**config.mk**
```make
export PLATFORM = sky130hd
export DESIGN_NAME = adler32_checked_frame_deframer_core
export DESIGN_NICKNAME = d
export VERILOG_FILES = /design/src/rtl/a32d_pkg.sv /design/src/rtl/adler32_checked_frame_deframer_core.sv /design/src/rtl/a32d_parser.sv /design/src/rtl/a32d_skid.sv
export SDC_FILE = /design/constraint.sdc
export NUM_CORES = 1
export LEC_CHECK = 0
export ABC_AREA = 1
export BUFFER_PORTS_ARGS = -buffer_cell sky130_fd_sc_hd__buf_2
export CAP_MARGIN = 20
export CORE_MARGIN = 5
export CORE_UTILIZATION = 45
export DETAILED_ROUTE_END_ITERATION = 6
export HOLD_SLACK_MARGIN = 0.05
export REMOVE_ABC_BUFFERS = 1
export SLEW_MARGIN = 10
export SYNTH_ARGS = -nofsm -noshare
export SYNTH_HDL_FRONTEND = slang
export SYNTH_SLANG_ARGS = --single-unit
```
**constraint.sdc**
```tcl
create_clock -name aclk -period 15.3 [get_ports aclk]
set_input_delay 0.765 -clock aclk [delete_from_list [all_inputs] [get_ports aclk]]
set_output_delay 0.765 -clock aclk [all_outputs]
set_load 0.05 [all_outputs]
```
**src/rtl/a32d_pkg.sv**
```systemverilog
package a32d_pkg;

    // fixed field widths
    localparam int REG_W        = 27;
    localparam int WORD_W       = 32;
    localparam int HEADER_BYTES = 4;
    localparam int CKSUM_BYTES  = 4;
    localparam int ADLER_MOD    = 65521;

    // reset values of the length bounds
    localparam logic [REG_W-1:0] MIN_LEN_RESET = REG_W'(10);
    localparam logic [REG_W-1:0] MAX_LEN_RESET = REG_W'(67108864);

    // register indexes
    localparam logic CFG_MIN_LEN = 1'b0;
    localparam logic CFG_MAX_LEN = 1'b1;

    // result kinds
    localparam logic KIND_BODY    = 1'b0;
    localparam logic KIND_VERDICT = 1'b1;

    // body byte regions
    localparam logic REGION_NAME    = 1'b0;
    localparam logic REGION_PAYLOAD = 1'b1;

    typedef enum logic [1:0] {
        ST_OK       = 2'd0,
        ST_BAD_LEN  = 2'd1,
        ST_BAD_CK   = 2'd2,
        ST_BAD_NAME = 2'd3
    } status_t;

    typedef struct packed {
        logic             kind;
        logic             region;
        logic [7:0]       data;
        logic             term;
        status_t          status;
        logic [REG_W-1:0] flen;
    } result_t;

endpackage

```
**src/rtl/adler32_checked_frame_deframer_core.sv**
```systemverilog
// a result is registered in the output entry before it appears on m_axis
// throughput: one byte per cycle while s_axis_tready is high, set by parser and checksum
// s_axis_tready drops only while the spare output entry is full (sink stalled two deep)
// reset: synchronous, active low; clears parser state, output entries and sets the
// length bounds to their reset values
module adler32_checked_frame_deframer_core #(
    parameter int LENGTH_BITS = 27
) (
    input  logic                       aclk,
    input  logic                       aresetn,
    // input transfer
    input  logic                       s_axis_tvalid,
    output logic                       s_axis_tready,
    input  logic [7:0]                 s_axis_tdata,   // [7:0] byte_in
    // result transfer
    output logic                       m_axis_tvalid,
    input  logic                       m_axis_tready,
    output logic [39:0]                m_axis_tdata,   // [7:0] data_byte, [9:8] status,
                                                       // [36:10] frame_length, rest zero
    output logic [1:0]                 m_axis_tuser,   // [0] result_kind, [1] region
    output logic                       m_axis_tlast,   // name_terminator
    // configuration writes
    input  logic                       cfg_wr_en,
    input  logic                       cfg_addr,
    input  logic [a32d_pkg::REG_W-1:0] cfg_wr_data
);
    import a32d_pkg::*;

    logic    in_accept;
    logic    res_valid;
    result_t res;
    result_t out_res;

    assign in_accept = s_axis_tvalid && s_axis_tready;

    // frame parser and checksum
    a32d_parser #(
        .LENGTH_BITS (LENGTH_BITS)
    ) u_parser (
        .aclk        (aclk),
        .aresetn     (aresetn),
        .in_accept   (in_accept),
        .in_byte     (s_axis_tdata),
        .cfg_wr_en   (cfg_wr_en),
        .cfg_addr    (cfg_addr),
        .cfg_wr_data (cfg_wr_data),
        .res_valid   (res_valid),
        .res         (res)
    );

    // output register with skid entry
    a32d_skid u_skid (
        .aclk      (aclk),
        .aresetn   (aresetn),
        .push      (res_valid),
        .push_res  (res),
        .in_ready  (s_axis_tready),
        .out_valid (m_axis_tvalid),
        .out_res   (out_res),
        .out_ready (m_axis_tready)
    );

    // pack result fields
    assign m_axis_tdata = {3'b000, out_res.flen, out_res.status, out_res.data};
    assign m_axis_tuser = {out_res.region, out_res.kind};
    assign m_axis_tlast = out_res.term;

endmodule

```
**src/rtl/a32d_parser.sv**
```systemverilog
module a32d_parser #(
    parameter int LENGTH_BITS = 27
) (
    input  logic                     aclk,
    input  logic                     aresetn,
    input  logic                     in_accept,
    input  logic [7:0]               in_byte,
    input  logic                     cfg_wr_en,
    input  logic                     cfg_addr,
    input  logic [a32d_pkg::REG_W-1:0] cfg_wr_data,
    output logic                     res_valid,
    output a32d_pkg::result_t        res
);
    import a32d_pkg::*;

    // counters never exceed the frame length, which fits both bounds
    localparam int CNT_W = (LENGTH_BITS < REG_W) ? LENGTH_BITS : REG_W;

    typedef enum logic [1:0] {
        PH_HEADER,
        PH_BODY,
        PH_ERROR
    } phase_t;

    phase_t              phase_reg, phase_next;
    logic [WORD_W-1:0]   field_shift_reg, field_shift_next;
    logic [CNT_W-1:0]    body_length_reg, body_length_next;
    logic [WORD_W-1:0]   name_length_reg, name_length_next;
    logic [CNT_W-1:0]    byte_count_reg, byte_count_next;
    logic [15:0]         adler_low_reg, adler_low_next;
    logic [15:0]         adler_high_reg, adler_high_next;
    logic [REG_W-1:0]    min_len_reg, max_len_reg;

    logic [WORD_W-1:0]   shifted_word;
    logic [CNT_W-1:0]    cnt_inc;
    logic [CNT_W-1:0]    ck_start;
    logic [CNT_W-1:0]    pos;
    logic                len_bad;
    logic                in_name;
    logic [16:0]         low_sum;
    logic [15:0]         low_mod;
    logic [16:0]         high_sum;
    logic [15:0]         high_mod;
    logic [WORD_W-1:0]   name_limit;
    status_t             verdict;

    // shared datapath terms
    always_comb begin
        shifted_word = {field_shift_reg[WORD_W-9:0], in_byte};
        cnt_inc      = byte_count_reg + CNT_W'(1);
        ck_start     = body_length_reg - CNT_W'(CKSUM_BYTES);
        pos          = byte_count_reg - CNT_W'(4);
        len_bad      = shifted_word[WORD_W-1]
                       || (shifted_word < WORD_W'(min_len_reg))
                       || (shifted_word > WORD_W'(max_len_reg))
                       || (shifted_word < WORD_W'(2 * HEADER_BYTES))
                       || ((shifted_word >> LENGTH_BITS) != '0);
        in_name      = WORD_W'(pos) < name_length_reg;
        // running adler-32, two modular adds
        low_sum      = {1'b0, adler_low_reg} + {9'b0, in_byte};
        low_mod      = (low_sum >= 17'(ADLER_MOD)) ? 16'(low_sum - 17'(ADLER_MOD))
                                                   : low_sum[15:0];
        high_sum     = {1'b0, adler_high_reg} + {1'b0, low_mod};
        high_mod     = (high_sum >= 17'(ADLER_MOD)) ? 16'(high_sum - 17'(ADLER_MOD))
                                                    : high_sum[15:0];
        name_limit   = WORD_W'(body_length_reg) - WORD_W'(2 * HEADER_BYTES);
        // checksum mismatch wins over a bad name length
        if ({adler_high_reg, adler_low_reg} != shifted_word) begin
            verdict = ST_BAD_CK;
        end else if (name_length_reg[WORD_W-1] || (name_length_reg < WORD_W'(2))
                     || (name_length_reg > name_limit)) begin
            verdict = ST_BAD_NAME;
        end else begin
            verdict = ST_OK;
        end
    end

    // frame sequencing
    always_comb begin
        phase_next       = phase_reg;
        field_shift_next = field_shift_reg;
        body_length_next = body_length_reg;
        name_length_next = name_length_reg;
        byte_count_next  = byte_count_reg;
        adler_low_next   = adler_low_reg;
        adler_high_next  = adler_high_reg;
        res_valid        = 1'b0;
        res              = '0;
        if (in_accept) begin
            case (phase_reg)
                PH_HEADER: begin
                    if (byte_count_reg == CNT_W'(HEADER_BYTES - 1)) begin
                        if (len_bad) begin
                            res_valid  = 1'b1;
                            res.kind   = KIND_VERDICT;
                            res.status = ST_BAD_LEN;
                            res.flen   = shifted_word[REG_W-1:0];
                            phase_next = PH_ERROR;
                        end else begin
                            body_length_next = shifted_word[CNT_W-1:0];
                            field_shift_next = '0;
                            byte_count_next  = '0;
                            phase_next       = PH_BODY;
                        end
                    end else begin
                        field_shift_next = shifted_word;
                        byte_count_next  = cnt_inc;
                    end
                end
                PH_BODY: begin
                    byte_count_next = cnt_inc;
                    if (byte_count_reg < ck_start) begin
                        adler_low_next  = low_mod;
                        adler_high_next = high_mod;
                        if (byte_count_reg < CNT_W'(4)) begin
                            name_length_next = {name_length_reg[WORD_W-9:0], in_byte};
                        end else begin
                            res_valid  = 1'b1;
                            res.kind   = KIND_BODY;
                            res.region = in_name ? REGION_NAME : REGION_PAYLOAD;
                            res.data   = in_byte;
                            res.term   = in_name
                                         && ((WORD_W'(pos) + WORD_W'(1)) == name_length_reg);
                        end
                    end else begin
                        field_shift_next = shifted_word;
                        if (cnt_inc == body_length_reg) begin
                            res_valid  = 1'b1;
                            res.kind   = KIND_VERDICT;
                            res.status = verdict;
                            res.flen   = REG_W'(body_length_reg);
                            if (verdict != ST_OK) begin
                                phase_next = PH_ERROR;
                            end else begin
                                phase_next       = PH_HEADER;
                                field_shift_next = '0;
                                body_length_next = '0;
                                name_length_next = '0;
                                byte_count_next  = '0;
                                adler_low_next   = 16'd1;
                                adler_high_next  = '0;
                            end
                        end
                    end
                end
                default: begin
                    // error lockout: bytes are dropped until reset
                end
            endcase
        end
    end

    // state and configuration registers
    always_ff @(posedge aclk) begin
        if (!aresetn) begin
            phase_reg       <= PH_HEADER;
            field_shift_reg <= '0;
            body_length_reg <= '0;
            name_length_reg <= '0;
            byte_count_reg  <= '0;
            adler_low_reg   <= 16'd1;
            adler_high_reg  <= '0;
            min_len_reg     <= MIN_LEN_RESET;
            max_len_reg     <= MAX_LEN_RESET;
        end else begin
            phase_reg       <= phase_next;
            field_shift_reg <= field_shift_next;
            body_length_reg <= body_length_next;
            name_length_reg <= name_length_next;
            byte_count_reg  <= byte_count_next;
            adler_low_reg   <= adler_low_next;
            adler_high_reg  <= adler_high_next;
            if (cfg_wr_en && (cfg_addr == CFG_MIN_LEN)) begin
                min_len_reg <= cfg_wr_data;
            end
            if (cfg_wr_en && (cfg_addr == CFG_MAX_LEN)) begin
                max_len_reg <= cfg_wr_data;
            end
        end
    end

endmodule

```
**src/rtl/a32d_skid.sv**
```systemverilog
module a32d_skid (
    input  logic              aclk,
    input  logic              aresetn,
    input  logic              push,
    input  a32d_pkg::result_t push_res,
    output logic              in_ready,
    output logic              out_valid,
    output a32d_pkg::result_t out_res,
    input  logic              out_ready
);
    import a32d_pkg::*;

    logic    main_valid_reg, skid_valid_reg;
    result_t main_reg, skid_reg;
    logic    pop;

    assign pop       = main_valid_reg && out_ready;
    assign in_ready  = !skid_valid_reg;
    assign out_valid = main_valid_reg;
    assign out_res   = main_reg;

    // output register plus one spare entry for a stalled sink
    always_ff @(posedge aclk) begin
        if (!aresetn) begin
            main_valid_reg <= 1'b0;
            skid_valid_reg <= 1'b0;
        end else if (skid_valid_reg) begin
            if (pop) begin
                main_valid_reg <= 1'b1;
                skid_valid_reg <= 1'b0;
            end
        end else if (push && main_valid_reg && !pop) begin
            skid_valid_reg <= 1'b1;
        end else if (push) begin
            main_valid_reg <= 1'b1;
        end else if (pop) begin
            main_valid_reg <= 1'b0;
        end
    end

    // payload, no reset
    always_ff @(posedge aclk) begin
        if (skid_valid_reg) begin
            if (pop) begin
                main_reg <= skid_reg;
            end
        end else if (push && main_valid_reg && !pop) begin
            skid_reg <= push_res;
        end else if (push) begin
            main_reg <= push_res;
        end
    end

endmodule
```
# Word-level counts from Yosys, hierarchy flattened
# Cells that the tools add are included.
# W data, S select, Z words.
totals:
  reg_bits: 280
  wordCells: 159
op_classes:
  n_addsub: 9
  n_lt_le_gt_ge: 10
  reduce_logical: 31
  bitwise_logic: 2
  mux: 69
  n_eq_ne: 15
ops:
  columns: ["operator", "n"]
  rows:
  - ["$mux W27", 10]
  - ["$mux W40", 5]
  - ["$mux W16", 8]
  - ["$mux W32", 4]
  - ["$mux W24", 5]
  - ["$pmux W27 S2", 2]
  - ["$mux W29", 3]
  - ["$pmux W29 S2", 1]
  - ["$sub A27 B3 Y27 const B", 2]
  - ["$pmux W24 S2", 1]
  - ["$ge A17 B16 Y1 const B", 2]
  - ["$eq A32 B32 Y1", 1]
  - ["$gt A32 B27 Y1", 1]
  - ["$gt A32 B32 Y1", 1]
  - ["$lt A27 B32 Y1", 1]
  - ["$lt A32 B2 Y1 const B", 1]
  - ["$lt A32 B27 Y1", 1]
  - ["$lt A32 B4 Y1 const B", 1]
  - ["$ne A32 B32 Y1", 1]
  - ["$reduce_bool A32 Y1", 1]
  - ["$sub A16 B16 Y16 const B", 2]
  - ["$mux W10", 3]
  - ["$add A27 B1 Y28 const B", 1]
  - ["$mux W28", 1]
  - ["27 further kinds", 77]

# Longest topological paths before layout
logic_depth:
  ltp_word: 13
  mapped_depth: 37
  mapped_depth_nobuf: 36

# By module
# Synthesis repeated with hierarchy kept, for this count alone.
unflattened:
  hier_cells: 3372
  hier_area_um2: 21729.6
by_module_without_submodules:
  columns: ["module", "area_per_inst_um2", "cells_per_inst", "seq_area_each_um2", "n_inst"]
  rows:
  - ["a32d_parser", 18642.9, 3139, 3963.8, 1]
  - ["a32d_skid", 3052.9, 227, 2442.3, 1]
  - ["adler32_checked_frame_deframer_core", 33.8, 6, 0.0, 1]

# Least setup slack after synthesis
# OpenSTA, ideal clock, no wires.
synth_timing:
  path_type: "in2reg"
  from: "in s_axis_tdata[0]"
  to: "reg u_parser.adler_high_reg[13]"
  cell_stages: 31
  t_arrival_ns: 5.265
  path_buffers: 1
  t_required_ns: 15.168
  slack_ns: 9.903
  cell_sequence: "ha_1 -> fa_1 -> nand3_1 -> nand3_1 -> a21oi_1 -> o21ai_0 -> nand2_1 -> xor2_1 -> nand2_1 -> nor2_1 -> nand3_2 -> nand3_2 -> nand2_1 -> nand2_1 -> ha_1 -> inv_1 -> fa_1 -> o21ai_2 -> nand3_1 -> nand2_1 -> nand2_1 -> nand2_1 -> xor2_1 -> nand2_1 -> nor2_1 -> nand4_2 -> nand3_2 -> buf_2 -> nand3_1 -> nand3_1 -> a21oi_1"
synth_via:
  elab_chain_cells: 7
  elab_cells_between_ends: 14
synth_rtl:
  columns: ["item", "line_no", "text"]
  rows:
  - ["start, declared", "adler32_checked_frame_deframer_core.sv:14", "input logic [7:0] s_axis_tdata,"]
  - ["$add A16 B8 Y17", "a32d_parser.sv:60", "low_sum = {1'b0, adler_low_reg} + {9'b0, in_byte};"]
  - ["$sub A16 B16 Y16 or $ge A17 B16 Y1 (tied branches)", "a32d_parser.sv:61", "low_mod = (low_sum >= 17'(ADLER_MOD)) ? 16'(low_sum - 17'(ADLER_MOD))"]
  - ["$mux W16", "a32d_parser.sv:61", null]
  - ["$add A16 B16 Y17", "a32d_parser.sv:63", "high_sum = {1'b0, adler_high_reg} + {1'b0, low_mod};"]
  - ["$sub A16 B16 Y16 or $ge A17 B16 Y1 (tied branches)", "a32d_parser.sv:64", "high_mod = (high_sum >= 17'(ADLER_MOD)) ? 16'(high_sum - 17'(ADLER_MOD))"]
  - ["$mux W16", "a32d_parser.sv:64", null]
  - ["$mux W16", "a32d_parser.sv:112", "if (byte_count_reg < ck_start) begin"]
  - ["end signal, assigned", "a32d_parser.sv:172", "adler_high_reg <= adler_high_next;"]
  - ["end, declared", "a32d_parser.sv:31", "logic [15:0] adler_high_reg, adler_high_next;"]
# Several ways; a longest one is shown, not always the timed one.
# A chain may end at the register's enable or synchronous reset.

# Final worst setup path
layout_timing:
  from: "reg u_parser.body_length_reg[3]"
  to: "reg u_skid.main_reg (netlist bit u_skid.out_res[2]) (data pin)"
layout_via:
  elab_chain_cells: 8
  elab_cells_between_ends: 10
layout_rtl:
  columns: ["item", "line_no", "text"]
  rows:
  - ["start, declared", "a32d_parser.sv:27", "logic [CNT_W-1:0] body_length_reg, body_length_next;"]
  - ["start signal, assigned", "a32d_parser.sv:168", "body_length_reg <= body_length_next;"]
  - ["$sub A27 B3 Y27 or $eq A27 B27 Y1 (tied branches)", "a32d_parser.sv:51, a32d_parser.sv:127", null]
  - ["$lt A27 B27 Y1 or $mux W29 (tied branches)", "a32d_parser.sv:112, a32d_parser.sv:127", null]
  - ["$mux W29 (*)", "a32d_parser.sv:112", null]
  - ["$pmux W29 S2 (*)", "a32d_parser.sv:90", "case (phase_reg)"]
  - ["$mux W40 (*)", "a32d_parser.sv:89", "if (in_accept) begin"]
  - ["$mux W40 (*)", "a32d_skid.sv:49", "end else if (push) begin"]
  - ["$mux W40 (*)", "a32d_skid.sv:47", "end else if (push && main_valid_reg && !pop) begin"]
  - ["$mux W40 (*)", "a32d_skid.sv:43", "if (skid_valid_reg) begin"]
  - ["end signal, assigned", "a32d_skid.sv:45", "main_reg <= skid_reg;"]
  - ["end signal, assigned", "a32d_skid.sv:50", "main_reg <= push_res;"]
  - ["end, declared", "a32d_skid.sv:14", "result_t main_reg, skid_reg;"]
# Mark *: on every way between the ends. The rest lies on a longest branch, timed or not. The select of a mux whose other input is x is not followed.

==> results.yml <==
timing:
  grt_setup_unrepaired: "no"
  slew_headroom_pct: 30.12
  whs_ns: 0.4560
  tightest_slew_ns: 1.039
  hold_viol: 0
  fmax_ghz: 0.1613
  fin_setup_tns_ns: 0
  maxSlewViolCount: 0
  clock_skew_ns: 0.01743
  finalWorstPathRequiredPeriod_ns: 6.201
  setup_violations: 0
  period_share_pct: 40.53
grt:
  grt_antenna_before_repair: 0
  grt_overflow: 0
  grt_usage_pct: 27.97
  grt_max_degree: 81
  grt_pass1_wl_mm: 111.8
  grt_pass1_vias: 19240
setup_path:
  cp_max_fo: 28
  path_class: "register to register"
  critPathLaunchType: "register"
  r2r_start: "u_parser.body_length_reg[3]"
  cp-startpoint: "u_parser.body_length_reg[3]"
  critPathArrivalTime_ns: 6.49
  endpoint: "u_skid.out_res[2]"
  rr_endpoint: "u_skid.out_res[2]"
  r2r_cells: 22
  required_ns: 15.59
  ff2ff_setup_slack_ns: 9.10
  cp-end-kind: "register"
place:
  portBuffers: 82
  placed_area_mm2: 0.02160
  finalWeightedCongestion: 0.9673
  dp_hpwl_mm: 57.59
logic_synthesis:
  synthCells: 3118
  synth_async_sr_flop_share_pct: 0
  ys_seq_area_share_pct: 30.68
  synth_area_leaders: "dfxtp_1 19%, nand2_1 15%, edfxtp_1 12%"
  synth_top_area_share_pct: 19.18
  synth_top_family_by_area: "simple AND/OR/NAND/NOR gates"
  synth-xor-area-share_pct: 4.507
  yosys.area.top_type: "dfxtp_1"
  ys_warn_count: 0
  synth-simple-area-share_pct: 31.89
  synth_mux_area_share_pct: 0
  synthFlopType: "dfxtp_1"
  syn_area_mm2: 0.02088
  yosysUniqueCellTypes: 54
  synth_most_common_cell: "nand2_1"
  synthAdderAreaFrac_pct: 10.74
  synth_compound_area_share_pct: 12.56
  syn_avg_cell_area_um2: 6.696
  ys_ff_latch: 280
  synth_edf_count: 80
  synth_commonest_cells: "839 x nand2_1, 365 x inv_1, 317 x nor2_1"
die:
  coreArea_mm2: 0.04626
  io_pins: 86
  fp.dieW_um: 225.4
  die_y_um: 225.4
  design.die.area_mm2: 0.05080
  start_util_pct: 45.13
  rows: 79
clocking:
  htreeDepth: 2
  cts.path.max_buffers: 3
  clk_pin_slew_worst_paths_ns: 0.06
  cts_resized: 0
  clock_sinks: 280
  numCtsBuffers: 34
  cts_tree: "yes"
  cts-root-buf: "clkbuf_16"
  insertion_delay_ns: 0.56
  cts_setup_buffers: 0
  postCtsHoldBufs: 0
final_layout:
  final_util_pct: 49.05
  drive_gt1_share_pct: 6.341
  final_cell_area_mm2: 0.02269
  area_growth_pct: 8.690
  nets: 3348
  antenna_cells: 0
detailed_routing:
  first_pass_iters: 6
  ant_nets: 0
  drt_iter0_markers: 1979
  drc: 0
  wire_per_inst_um: 19.39
  via_per_inst: 5.524
  routed_wl_mm: 72.93
  via_count: 20780
power:
  vdd_drop_max_mv: 0.08113
  total_power_uw: 1762
  powerDensity_mw_per_mm2: 77.64
  p_leak_uw: 0.01103
min_path:
  hp-class: "input pin to register"
job:
  max_cap_viol_count: 0
outcome:
  status: "finished clean"
[power by group]
part	internal, uW	switching, uW	leakage [uW]
Combinational	57.1	122	0.00796
Clock	468	330	0.000531
Sequential	772	13.3	0.00254
[through the flow]
| stage | setup slack (ns) | instances |
|---|---|---|
| final | 9.099 | 3761 |
| after global routing | 8.589 | 3761 |
| after CTS | 9.239 | 3761 |
| after detailed placement | 8.672 | 3700 |
| after global placement | 8.808 | 3699 |
| after floorplan | 9.611 | 2996 |
[cell usage in the layout, fill, tap and decap left out, types with 90 or more instances in the layout]
| cell | instances |
|---|---|
| xor2_1 | 90 |
| o21ai_0 | 130 |
| ha_1 | 176 |
| a21oi_1 | 281 |
| nand2_1 | 839 |
| nor2_1 | 317 |
| inv_1 | 365 |
| nand3_1 | 206 |
| dfxtp_1 | 200 |
[per-layer routing]
metal	share of wire, %	vias up	wire [um]	global-route usage [%]
met5	0	-	0	0
met4	4.6	0	3377	11.38
met3	6.2	158	4531	3.504
met2	45	710	32700	45.02
met1	44	9671	32320	38.23
li1	-	10240	-	-
[worst max-delay path, stage by stage, from the launching register on]
cell     delay, ns
dfxtp_1       0.60
inv_1         0.23
ha_1          0.25
nand2_1       0.23
inv_1         0.20
nor3_1        0.57
nand2_1       0.16
xor2_1        0.19
ha_1          0.30
nand2_1       0.06
nor2_1        0.13
nand4_1       0.09
inv_1         0.13
nand4_1       0.10
nand2_1       0.07
buf_4         0.31
inv_1         0.35
buf_4         0.32
nor2_1        0.18
nand4_2       0.19
inv_2         0.46
a22oi_1       0.30
o21ai_0       0.49
[worst min-delay path by stage]
stage | from | end | slack [ns] | depth (start not counted)
after floorplan | u_parser.max_len_reg[1] | u_parser.max_len_reg[1] | 0.43 | 2
after global placement | u_parser.min_len_reg[5] | u_parser.min_len_reg[5] | 0.45 | 2
after detailed placement | u_parser.max_len_reg[2] | u_parser.max_len_reg[2] | 0.45 | 2
after CTS | cfg_wr_data[1] | u_parser.min_len_reg[1] | 0.44 | 3
after global routing | cfg_wr_data[1] | u_parser.min_len_reg[1] | 0.47 | 3
final | cfg_wr_data[1] | u_parser.min_len_reg[1] | 0.46 | 3
[logic make-up after synthesis]
family / after synthesis
adder cells (fa/ha/maj): 178
other: 1
AND/OR/NAND/NOR: 1559
buffers and inverters: 504
flip-flops: 280
XOR/XNOR: 105
AO/OA/AOI/OAI: 491
[final cells by class]
type,count,area (um^2)
clock buffer,55,1041
clock inverter,6,48.80
inverter,380,1428
tap,607,759.5
timing repair buffer,97,530.5
sequential,280,6406
fill,4829,23570
multi-input combinational,2336,12480
No activity file was read; power rests on OpenSTA's default activity.
